===== config.mk =====
export PLATFORM = sky130hd
export DESIGN_NAME = mhd_heading
export DESIGN_NICKNAME = d
export VERILOG_FILES = /design/src/rtl/core/magnetometer_heading_top_macros.svh /design/src/rtl/core/mhd_pkg.sv /design/src/rtl/core/mhd_heading.sv
export SDC_FILE = /design/constraint.sdc
export NUM_CORES = 1
export LEC_CHECK = 0
export BUFFER_PORTS_ARGS = -buffer_cell sky130_fd_sc_hd__buf_4
export CAP_MARGIN = 15
export CORE_MARGIN = 3
export CORE_UTILIZATION = 54
export DETAILED_ROUTE_END_ITERATION = 8
export MAX_ROUTING_LAYER = met4
export PLACE_DENSITY = 0.86
export SLEW_MARGIN = 20
export SYNTH_ARGS = -nofsm -noshare
export SYNTH_HDL_FRONTEND = slang
export SYNTH_SLANG_ARGS = --single-unit

===== constraint.sdc =====
create_clock -name vclk -period 9.4
set_input_delay 1.88 -clock vclk [all_inputs]
set_output_delay 1.88 -clock vclk [all_outputs]
set_load 0.02 [all_outputs]

===== src/rtl/core/magnetometer_heading_top_macros.svh =====
// assertion macros for the magnetometer heading block
`ifndef MAGNETOMETER_HEADING_TOP_MACROS_SVH
`define MAGNETOMETER_HEADING_TOP_MACROS_SVH

// same-cycle implication under reset
`define MHD_ASSERT_NOW(label, clk, rst_n, ante, cons, msg) \
    label: assert property (@(posedge clk) disable iff (!rst_n) (ante) |-> (cons)) \
        else $error(msg);

// next-cycle implication under reset
`define MHD_ASSERT_NEXT(label, clk, rst_n, ante, cons, msg) \
    label: assert property (@(posedge clk) disable iff (!rst_n) (ante) |=> (cons)) \
        else $error(msg);

`endif


===== src/rtl/core/mhd_pkg.sv =====
// shared types, constants and the arctangent table for the heading block
`timescale 1ns / 1ps
package mhd_pkg;

    localparam int XY_W      = 34;
    localparam int Z_W       = 26;
    localparam int ANG_W     = 28;
    localparam int IN_SHIFT  = 14;
    localparam int TABLE_LEN = 24;

    localparam logic signed [ANG_W-1:0] ANG_90  = ANG_W'(90 * 65536);
    localparam logic signed [ANG_W-1:0] ANG_180 = ANG_W'(180 * 65536);
    localparam logic signed [ANG_W-1:0] ANG_360 = ANG_W'(360 * 65536);

    typedef struct packed {
        logic                   valid;
        logic signed [XY_W-1:0] x;
        logic signed [XY_W-1:0] y;
        logic signed [Z_W-1:0]  z;
    } cell_data_t;

    // atan(2^-i) in degrees, scaled by 65536
    function automatic int atan_entry(input int idx);
        int r;
        begin
            case (idx)
                0:       r = 2949120;
                1:       r = 1740967;
                2:       r = 919879;
                3:       r = 466945;
                4:       r = 234379;
                5:       r = 117304;
                6:       r = 58666;
                7:       r = 29335;
                8:       r = 14668;
                9:       r = 7334;
                10:      r = 3667;
                11:      r = 1833;
                12:      r = 917;
                13:      r = 458;
                14:      r = 229;
                15:      r = 115;
                16:      r = 57;
                17:      r = 29;
                18:      r = 14;
                19:      r = 7;
                20:      r = 4;
                21:      r = 2;
                22:      r = 1;
                default: r = 0;
            endcase
            return r;
        end
    endfunction

endpackage


===== src/rtl/core/mhd_heading.sv =====
// final angle fold, wrap into (0,360] degrees, rounding and saturation
`timescale 1ns / 1ps
module mhd_heading
    import mhd_pkg::*;
#(
    parameter int ANGLE_FRAC_BITS = 6
)
(
    input  logic signed [Z_W-1:0]   z,
    input  logic                    x_neg,
    input  logic                    spec,
    input  logic signed [ANG_W-1:0] spec_ang,
    output logic [14:0]             heading
);

    localparam int SH = 16 - ANGLE_FRAC_BITS;
    localparam logic signed [ANG_W-1:0] HALF = ANG_W'(2 ** (SH - 1));
    localparam logic signed [ANG_W-1:0] H_MAX = ANG_W'(32767);

    logic signed [ANG_W-1:0] a0;
    logic signed [ANG_W-1:0] a1;
    logic signed [ANG_W-1:0] a2;
    logic signed [ANG_W-1:0] h;

    always_comb
    begin
        if (spec)
            a0 = spec_ang;
        else
            a0 = ANG_W'(z) + (x_neg ? ANG_180 : '0);
        a1 = (a0 > ANG_180) ? a0 - ANG_360 : a0;
        a2 = (a1 <= 0) ? a1 + ANG_360 : a1;
        h  = (a2 + HALF) >>> SH;
        heading = (h > H_MAX) ? 15'h7fff : h[14:0];
    end

endmodule

Word-level counts from Yosys, hierarchy flattened
Cells that the tools add are included.
- order comparisons: 3
- add/sub/neg operators: 4
- muxes and demuxes: 5
- operators with widths (cell ; number):
    2-to-1 mux 28 bit ; 3
    adder 28 x 11 -> 28 bit, second input constant ; 1
    adder 28 x 26 -> 28 bit, second input constant ; 1
    greater-than comparator 28 x 25 -> 1 bit, second input constant ; 1
    <= comparator 28 x 1 -> 1 bit, second input constant ; 1
    subtractor 28 x 26 -> 28 bit, second input constant ; 1
    adder 26 x 25 -> 27 bit ; 1
    2-to-1 mux 24 bit ; 1
    greater-than comparator 18 x 16 -> 1 bit, second input constant ; 1
    2-to-1 mux 15 bit ; 1
- flip-flop bits (word level): 0
- output and inout bits: 15

Longest topological paths before layout
Gate-level depths: netlist of the first run.
- word-level depth: 10
- mapped depth: 21
- gate-level depth less buffers: 19

Worst setup path after synthesis of the first run
No wires, ideal clock.
- path kind: input-to-output
- start: input port z[18]
- end: output port heading[11]
- stages on the path: 21
- arrival time: 6.063 ns
- required time: 7.520 ns
- setup slack: 1.457 ns
- cells stage by stage: ha_1 -> ha_1 -> mux2_2 -> inv_1 -> a221o_1 -> a41oi_4 -> o211a_1 -> nor3_1 -> or2_2 -> clkbuf_1 -> ha_1 -> inv_1 -> o31a_1 -> a21boi_0 -> nand2_1 -> a211o_1 -> a311oi_2 -> o22ai_1 -> nor3b_2 -> buf_4 -> nand2_1
- word-level cells in the longest chain between the ends: 9
- elaborated cells on any way between the ends: 11
- those cells by class: 4 x add/sub; 3 x order compare; 4 x mux
- RTL lines (what ; RTL line ; text):
    start: declaration ; mhd_heading.sv:9 ; input logic signed [Z_W-1:0] z,
    adder 26 x 25 -> 27 bit (*) ; mhd_heading.sv:30 ; a0 = ANG_W'(z) + (x_neg ? ANG_180 : '0);
    2-to-1 mux 28 bit (*) ; mhd_heading.sv:27 ; if (spec)
    subtractor 28 x 26 -> 28 bit / greater-than comparator 28 x 25 -> 1 bit (equally long branches) ; mhd_heading.sv:31 ; a1 = (a0 > ANG_180) ? a0 - ANG_360 : a0;
    2-to-1 mux 28 bit (*) ; mhd_heading.sv:31 ;
    adder 28 x 26 -> 28 bit / <= comparator 28 x 1 -> 1 bit (equally long branches) ; mhd_heading.sv:32 ; a2 = (a1 <= 0) ? a1 + ANG_360 : a1;
    2-to-1 mux 28 bit (*) ; mhd_heading.sv:32 ;
    adder 28 x 11 -> 28 bit (*) ; mhd_heading.sv:33 ; h = (a2 + HALF) >>> SH;
    greater-than comparator 18 x 16 -> 1 bit ; mhd_heading.sv:34 ; heading = (h > H_MAX) ? 15'h7fff : h[14:0];
    2-to-1 mux 15 bit (*) ; mhd_heading.sv:34 ;
    end: declaration ; mhd_heading.sv:13 ; output logic [14:0] heading
Mark *: on every way between the ends. The rest lies on a longest branch, timed or not.

Worst setup path after layout of the first run
- start: input port spec
- end: output port heading[10]
- word-level cells in the longest chain between the ends: 8
- elaborated cells on any way between the ends: 10
- those cells by class: 3 x add/sub; 3 x order compare; 4 x mux
- RTL lines (what ; RTL line ; text):
    start: declaration ; mhd_heading.sv:11 ; input logic spec,
    2-to-1 mux 28 bit (*) ; mhd_heading.sv:27 ;
    subtractor 28 x 26 -> 28 bit / greater-than comparator 28 x 25 -> 1 bit (equally long branches) ; mhd_heading.sv:31 ;
    2-to-1 mux 28 bit (*) ; mhd_heading.sv:31 ;
    adder 28 x 26 -> 28 bit / <= comparator 28 x 1 -> 1 bit (equally long branches) ; mhd_heading.sv:32 ;
    2-to-1 mux 28 bit (*) ; mhd_heading.sv:32 ;
    adder 28 x 11 -> 28 bit (*) ; mhd_heading.sv:33 ;
    greater-than comparator 18 x 16 -> 1 bit ; mhd_heading.sv:34 ;
    2-to-1 mux 15 bit (*) ; mhd_heading.sv:34 ;
Marks and branches as above.

==> results_dict.tcl, run 1 <==
set metrics [dict create \
    outcome "completed" \
    syn-mean-instance-area_sq_um 6.79 \
    timing_hold_violations_final 0 \
    min_to "heading[6]" \
    hpwlAfterDp_mm 5.88 \
    placed_area_sq_mm 0.00257 \
    floorplan.die.width_um 67.2 \
    synth.yosys.seq_area_share 0 \
    detail_route.drc_violations 0 \
    globalRouteOverflowTotal 0 \
    combPwrFrac 1.000 \
    post_synth_instance_area_sq_mm 0.00202 \
    synthToLayoutAreaGrowth_pct 28.1 \
    num_antenna_cells 0 \
    timing.setup.critical_path_class "in -> out" \
    setup.worst_path.end_class "output pin" \
    vdd_drop_max_mv 0.0568 \
    setup_repair_after_global_routing_missed_its_margin "false" \
    maxSlewHeadroom 0.457 \
    clock_power_share 0 \
    switching_share 0.582 \
    max_cap_violation_count 0 \
    layout_common_cells "buf_4 (71), nand2_1 (30), nor2_1 (25)" \
    post-synth-top-area-cell "xnor2_1" \
    starting_density 0.583 \
    route.detailed.vias_per_inst 6.66 \
    nets 426 \
    pwr-share-seq 0 \
    postLayoutCellArea_sq_mm 0.00259 \
    finalWorstSetupSlack_ps 570 \
    design.seq.count 0 \
    final-setup-viol-count 0 \
    yosys_warnings 0 \
    placement_rows 21 \
    met1_length_mm 2.82 \
    fin_crit_sh 0.939 \
    crit_path_max_fanout 36 \
    total_leakage_power_nw 1.09 \
    min-delay-start "spec_ang[16]" \
    final_cells 406 \
    min-delay-path-class "in -> out" \
    biggest_area_contributors_in_the_synthesized_netlist "xnor2_1 (6.9%), nand2_1 (5.6%), ha_1 (4.9%)" \
    design.die.area_sq_mm 0.00452 \
    vias 2703 \
    numPlacedInstances 405 \
    yosys.area.top_type_share 0.0693 \
    gr-usage-all-layers 0.320 \
    i_o_buffers 71 \
    tightest_slew_ps 814 \
    io_pins 71 \
    worst-endpoint-required_ps 7520 \
    worst_ep_arrival_time_ps 6950 \
    grt_first_pass_wirelength_mm 11.4 \
    finalWirelength_mm 7.11 \
    design_power_total_mw 0.280 \
    first_global_vias 2502 \
    wl_met3_um 866 \
    dieHeight_um 67.2 \
    detailroute.wirelength.met2_mm 3.28 \
    detail_route.wl_per_cell_um 17.5 \
    dr.first_iter.drc_count 267 \
    routed.top_layer "met4" \
    cellPowerDensity_mw_per_mm2 108 \
    nClkBuffers 0 \
    place_worst_setup_slack_ps 428 \
    fp.coreArea_sq_mm 0.00347 \
    crit_path_start_kind "input pin" \
    fraction_of_layout_cells_with_a_size_suffix_above_1 0.253 \
    netlist_instances 298 \
    grt_antenna_before_repair 0 \
    largest_net_degree_at_the_start_of_global_routing 37 \
    layout.core_utilization 0.747 \
    timing.final.max_slew_violations 0 \
    whs_path_depth 4 \
    hold_slack_ps 4210 \
    final_common_cell "buf_4" \
    internal_power_mw 0.117 \
    final.setup.tns_ps 0 \
    place.gp.congestion 0.972 \
    min_period_ps 8830 \
    net-switching-power_mw 0.163 \
    syn_nets 362 \
    drtAntennaViolNets 0 \
    synth.lib_cells_used.distinct 69 \
    drt_pre_antenna_iters 5 \
    clock.fmax_mhz 113 \
    register_area_sq_um 0 \
]
-- area by class of cell --
cell class,count,area (sq um)
fillers,260,876
inverters,9,33.8
multi-input cells,279,1950
well taps,46,57.6
repair buffers,72,553
-- worst max-delay path, stage by stage --
cell and delay, ps:
buf_4 330, inv_2 160, or4_4 570, o41ai_4 290
a41oi_4 240, o21ai_1 300, a211oi_1 140, or2_2 370
ha_1 260, inv_1 150, o31a_1 180, a21boi_0 390
o21ai_0 280, a211oi_1 280, o2111ai_1 190, a221oi_1 450
nor3b_4 90, buf_12 160, o211ai_1 80, buf_4 170
-- kinds of logic (layout without fill, tap and decap cells) --
| kind of cell | after synthesis | count (layout) | synth area share |
|---|---|---|---|
| AO/OA/AOI/OAI | 96 | 96 | 0.367 |
| XOR/XNOR | 20 | 20 | 0.0866 |
| adder cells (fa/ha/maj) | 8 | 8 | 0.0495 |
| buffers and inverters | 19 | 81 | 0.0402 |
| multiplexers | 13 | 13 | 0.0668 |
| AND/OR/NAND/NOR | 142 | 142 | 0.390 |
-- repair_timing --
action	CTS	global route
setup endpoints to repair	0	15
gates resized for setup	0	2
setup buffers	0	1
hold buffers	0	0
-- worst max-delay path by stage --
stage	from	to
2_1_floorplan	z[18]	heading[11]
3_3_place_gp	spec	heading[10]
3_5_place_dp	x_neg	heading[10]
4_1_cts	x_neg	heading[10]
5_1_grt	x_neg	heading[10]
6_report	spec	heading[10]
-- synth_stat cells, drive strengths merged (5+ instances only) --
cell     count
a21boi       5
a21oi       16
and2         9
and3         6
buf          5
clkbuf       5
ha           8
inv          9
mux2i        9
nand2       30
nand3       17
nor2        25
nor3        13
nor4        13
o2111ai      6
o21ai       21
xnor2       16
-- metal layers --
layer	vias up	track usage
met5	-	-
met3	19	0.0383
met4	0	0.0734
met1	1203	0.404
li1	1303	-
met2	178	0.542
-- power groups by stage --
stage          registers (mW)  clock network, mW  logic (mW)
6_report                    0                  0       0.280
5_1_grt                     0                  0       0.303
4_1_cts                     0                  0       0.267
3_5_place_dp                0                  0       0.265
3_3_place_gp                0                  0       0.264
2_1_floorplan               0                  0       0.182
(Power assumes the default switching activity.)
==> run 2, diff against run 1 <==
--- a/config.mk
+++ b/config.mk
@@ -11,7 +11,7 @@
 export CORE_UTILIZATION = 54
 export DETAILED_ROUTE_END_ITERATION = 8
 export MAX_ROUTING_LAYER = met4
-export PLACE_DENSITY = 0.86
+export PLACE_DENSITY = 0.84
 export SLEW_MARGIN = 20
 export SYNTH_ARGS = -nofsm -noshare
 export SYNTH_HDL_FRONTEND = slang
==> results_dict.tcl, run 2 (same netlist as run 1, synthesis figures left out) <==
set metrics [dict create \
    outcome "completed" \
    min_to "heading[6]" \
    first_global_vias 2459 \
    floorplan.die.width_um 67.2 \
    timing.setup.critical_path_class "in -> out" \
    setup.worst_path.end_class "output pin" \
    combPwrFrac 1.000 \
    tightest_slew_ps 802 \
    cpLargestDelayFamily "compound AO/OA/AOI/OAI gates" \
    layout.core_utilization 0.742 \
    fraction_of_layout_cells_with_a_size_suffix_above_1 0.251 \
    place.gp.congestion 0.987 \
    starting_density 0.583 \
    drtAntennaViolNets 0 \
    io_pins 71 \
    drt_pre_antenna_iters 4 \
    timing.final.max_slew_violations 0 \
    worst_ep_arrival_time_ps 7070 \
    design.die.area_sq_mm 0.00452 \
    cts_setup_buffers 0 \
    fp.coreArea_sq_mm 0.00347 \
    hpwlAfterDp_mm 5.79 \
    cts-hold-fix-buffers 0 \
    nClkBuffers 0 \
    crit_chain "buf_4, inv_2, or4_4, o41ai_4, a41oi_4, o21ai_1, a211oi_1, or2_2, ha_1, inv_1, o31a_1, a21boi_0, o21ai_0, and2_1, o2111ai_1, a221oi_1, nor3b_4, o21ai_1, buf_4" \
    dr.first_iter.drc_count 209 \
    final_common_cell "buf_4" \
    maxSlewHeadroom 0.465 \
    postLayoutCellArea_sq_mm 0.00257 \
    grt_antenna_before_repair 0 \
    internal_power_mw 0.110 \
    cp.depth 19 \
    final.fill_count 304 \
    dieHeight_um 67.2 \
    cp.buffers_inverters 4 \
    cp_max_stage_delay_ps 580 \
    setup_repair_after_global_routing_missed_its_margin "false" \
    clock_power_share 0 \
    cellPowerDensity_mw_per_mm2 106 \
    clock.fmax_mhz 112 \
    min_period_ps 8950 \
    design.seq.count 0 \
    min-delay-start "spec_ang[16]" \
    vias 2666 \
    grt_first_pass_wirelength_mm 10.9 \
    placement_rows 21 \
    min-delay-path-class "in -> out" \
    net-switching-power_mw 0.163 \
    vdd_drop_max_mv 0.0562 \
    multi_input_area_sq_mm 0.00195 \
    final_cells 405 \
    place_worst_setup_slack_ps 389 \
    crit_path_start_kind "input pin" \
    nets 425 \
    total_leakage_power_nw 1.08 \
    route.detailed.vias_per_inst 6.58 \
    detail_route.wl_per_cell_um 17.3 \
    max_cap_violation_count 0 \
    num_antenna_cells 0 \
    switching_share 0.596 \
    timing_hold_violations_final 0 \
    pwr-share-seq 0 \
    cts_resized 0 \
    register_area_sq_um 0 \
    whs_path_depth 4 \
    critPathSlowestCell "or4_4" \
    numPlacedInstances 405 \
    i_o_buffers 71 \
    synthToLayoutAreaGrowth_pct 27.1 \
    gr-usage-all-layers 0.305 \
    worst-endpoint-required_ps 7520 \
    final.setup.tns_ps 0 \
    crit_path_max_fanout 36 \
    final-setup-viol-count 0 \
    globalRouteOverflowTotal 0 \
    fin_crit_sh 0.952 \
    detail_route.drc_violations 0 \
    largest_net_degree_at_the_start_of_global_routing 37 \
    finalWorstSetupSlack_ps 452 \
    placed_area_sq_mm 0.00257 \
    finalWirelength_mm 7.01 \
    layout_common_cells "buf_4 (71), nand2_1 (30), nor2_1 (25)" \
]
-- run 2: cell types whose count changed in the layout (fill, tap and decap cells not counted), sizes merged --
cell,delta
buf,-1
-- run 2: routing by layer --
layer | GRT usage | wire, um | vias to the layer above
met2 | 0.513 | 3160 | 130
met3 | 0.0349 | 757 | 10
met5 | - | 0 | -
li1 | - | - | 1298
met4 | 0.0608 | 87 | 0
met1 | 0.395 | 3000 | 1228
-- run 2: how the worst max path moves through the flow --
stage / start / end / slack [ps]
detailed placement: spec / heading[10] / 390
global placement: spec / heading[10] / 560
global route: x_neg / heading[6] / 20
floorplan: z[18] / heading[11] / 1460
finish: spec / heading[6] / 450
CTS: spec / heading[10] / 370
-- run 2: power by group through the flow --
stage / Clock [mW] / Combinational, mW / Sequential, mW
detailed placement: 0 / 0.266 / 0
finish: 0 / 0.273 / 0
global route: 0 / 0.297 / 0
global placement: 0 / 0.263 / 0
CTS: 0 / 0.267 / 0
floorplan: 0 / 0.182 / 0
-- run 2: area by class of cell --
type,instances,share of cell area
Inverter,9,0.0131
Multi-Input combinational cell,279,0.757
Timing Repair Buffer,71,0.207
Tap cell,46,0.0224
-- run 2: stage by stage --
stage	power, mW	hold slack, ps
after floorplan	0.182	4100
after global placement	0.263	4200
after global routing	0.297	4290
after detailed placement	0.266	4220
final	0.273	4230
after CTS	0.267	4230
==> run 3, diff against run 2 <==
--- a/config.mk
+++ b/config.mk
@@ -11,7 +11,7 @@
 export CORE_UTILIZATION = 54
 export DETAILED_ROUTE_END_ITERATION = 8
 export MAX_ROUTING_LAYER = met4
-export PLACE_DENSITY = 0.84
+export PLACE_DENSITY = 0.94
 export SLEW_MARGIN = 20
 export SYNTH_ARGS = -nofsm -noshare
 export SYNTH_HDL_FRONTEND = slang
==> results_dict.tcl, run 3 (same netlist as run 1, synthesis figures left out) <==
set metrics [dict create \
    outcome "completed" \
    cts_setup_buffers 0 \
    dieHeight_um 67.2 \
    timing.final.max_slew_violations 0 \
    dr.first_iter.drc_count 203 \
    maxSlewHeadroom 0.460 \
    hold_slack_ps 4200 \
    fraction_of_layout_cells_with_a_size_suffix_above_1 0.251 \
    crit_chain "buf_4, inv_2, or4_4, o41ai_4, a41oi_4, o21ai_1, a211oi_1, or2_2, ha_1, inv_1, o31a_1, a21boi_0, nand2_1, a211o_1, a311oi_2, o22ai_1, nor3b_4, o211ai_1, buf_4" \
    design.die.area_sq_mm 0.00452 \
    grt_antenna_before_repair 0 \
    setup.worst_path.end_class "output pin" \
    fin_crit_sh 0.937 \
    clock.fmax_mhz 113 \
    vias 2697 \
    cellPowerDensity_mw_per_mm2 105 \
    floorplan.die.width_um 67.2 \
    finalWirelength_mm 6.90 \
    min-delay-path-class "in -> out" \
    largest_net_degree_at_the_start_of_global_routing 37 \
    gr_util_met1 0.377 \
    placement_rows 21 \
    detail_route.wl_per_cell_um 17.0 \
    route.detailed.vias_per_inst 6.66 \
    layout_common_cells "buf_4 (71), nand2_1 (30), nor2_1 (25)" \
    hpwlAfterDp_mm 5.73 \
    design.seq.count 0 \
    i_o_buffers 71 \
    cpLargestDelayFamily "compound AO/OA/AOI/OAI gates" \
    final-setup-viol-count 0 \
    critPathSlowestCell "or4_4" \
    globalRouteOverflowTotal 0 \
    timing.setup.critical_path_class "in -> out" \
    place.gp.congestion 0.945 \
    global_route_met3_utilization 0.0516 \
    gr-usage-all-layers 0.308 \
    crit_path_max_fanout 36 \
    drtAntennaViolNets 0 \
    first_global_vias 2465 \
    grt_use_met2 0.521 \
    drt_pre_antenna_iters 4 \
    detail_route.drc_violations 0 \
    nets 425 \
    synthToLayoutAreaGrowth_pct 27.1 \
    total_leakage_power_nw 1.08 \
    vdd_drop_max_mv 0.0578 \
    layout.core_utilization 0.742 \
    cp.buffers_inverters 4 \
    worst_ep_arrival_time_ps 6930 \
    io_pins 71 \
    register_area_sq_um 0 \
    timing_hold_violations_final 0 \
    setup_repair_after_global_routing_missed_its_margin "false" \
    cp_max_stage_delay_ps 590 \
    grt_first_pass_wirelength_mm 10.9 \
    num_antenna_cells 0 \
    starting_density 0.583 \
    nClkBuffers 0 \
    min_period_ps 8810 \
    fp.coreArea_sq_mm 0.00347 \
    final.fill_count 277 \
    globalRoute.busiestLayer "met2" \
    final.setup.tns_ps 0 \
    worst-endpoint-required_ps 7520 \
    cpMostUsedCell "buf_4" \
    crit_path_start_kind "input pin" \
    final_common_cell "buf_4" \
    max_cap_violation_count 0 \
    tightest_slew_ps 809 \
]
==> run 3: report_power, final <==
part | switching (mW) | internal [mW] | total, mW
Sequential | 0 | 0 | 0
Combinational | 0.159 | 0.110 | 0.269
Clock | 0 | 0 | 0
Total | 0.159 | 0.110 | 0.269
==> run 3: metrics by stage <==
step           instance area [sq um]  setup slack, ps  std cells  total power [mW]
2_1_floorplan                   2020             1460        298             0.182
5_1_grt                         2570              130        405             0.293
6_report                        2570              588        405             0.269
3_3_place_gp                    2570              647        405             0.261
4_1_cts                         2570              495        405             0.264
3_5_place_dp                    2570              501        405             0.263
==> run 3: worst min-delay path, stage by stage <==
cell	delay, ps
buf_4	100
a221oi_1	80
o21ai_1	120
buf_4	140
==> run 3: path summary, 6_finish.rpt <==
path         start          end  slack [ps]  depth (start not counted)
max           spec  heading[10]         590                         19
min   spec_ang[16]   heading[6]        4200                          4
==> run 3: area by class of cell <==
class,count,area (sq um),area share
multi-input cells,279,1950,0.757
inverters,9,33.8,0.0131
repair buffers,71,533,0.207
well taps,46,57.6,0.0224
==> run 3: per-layer routing <==
| metal | wire length [um] | share of wire | vias to the layer above |
|---|---|---|---|
| li1 | - | - | 1299 |
| met1 | 2740 | 0.40 | 1221 |
| met2 | 3190 | 0.46 | 162 |
| met3 | 826 | 0.12 | 15 |
| met4 | 144 | 0.021 | 0 |
| met5 | 0 | 0 | - |
==> run 3: timing repair <==
action / CTS / global route
endpoints found under the setup margin: 0 / 3
gates resized for setup: 0 / 1
hold buffers: 0 / 0
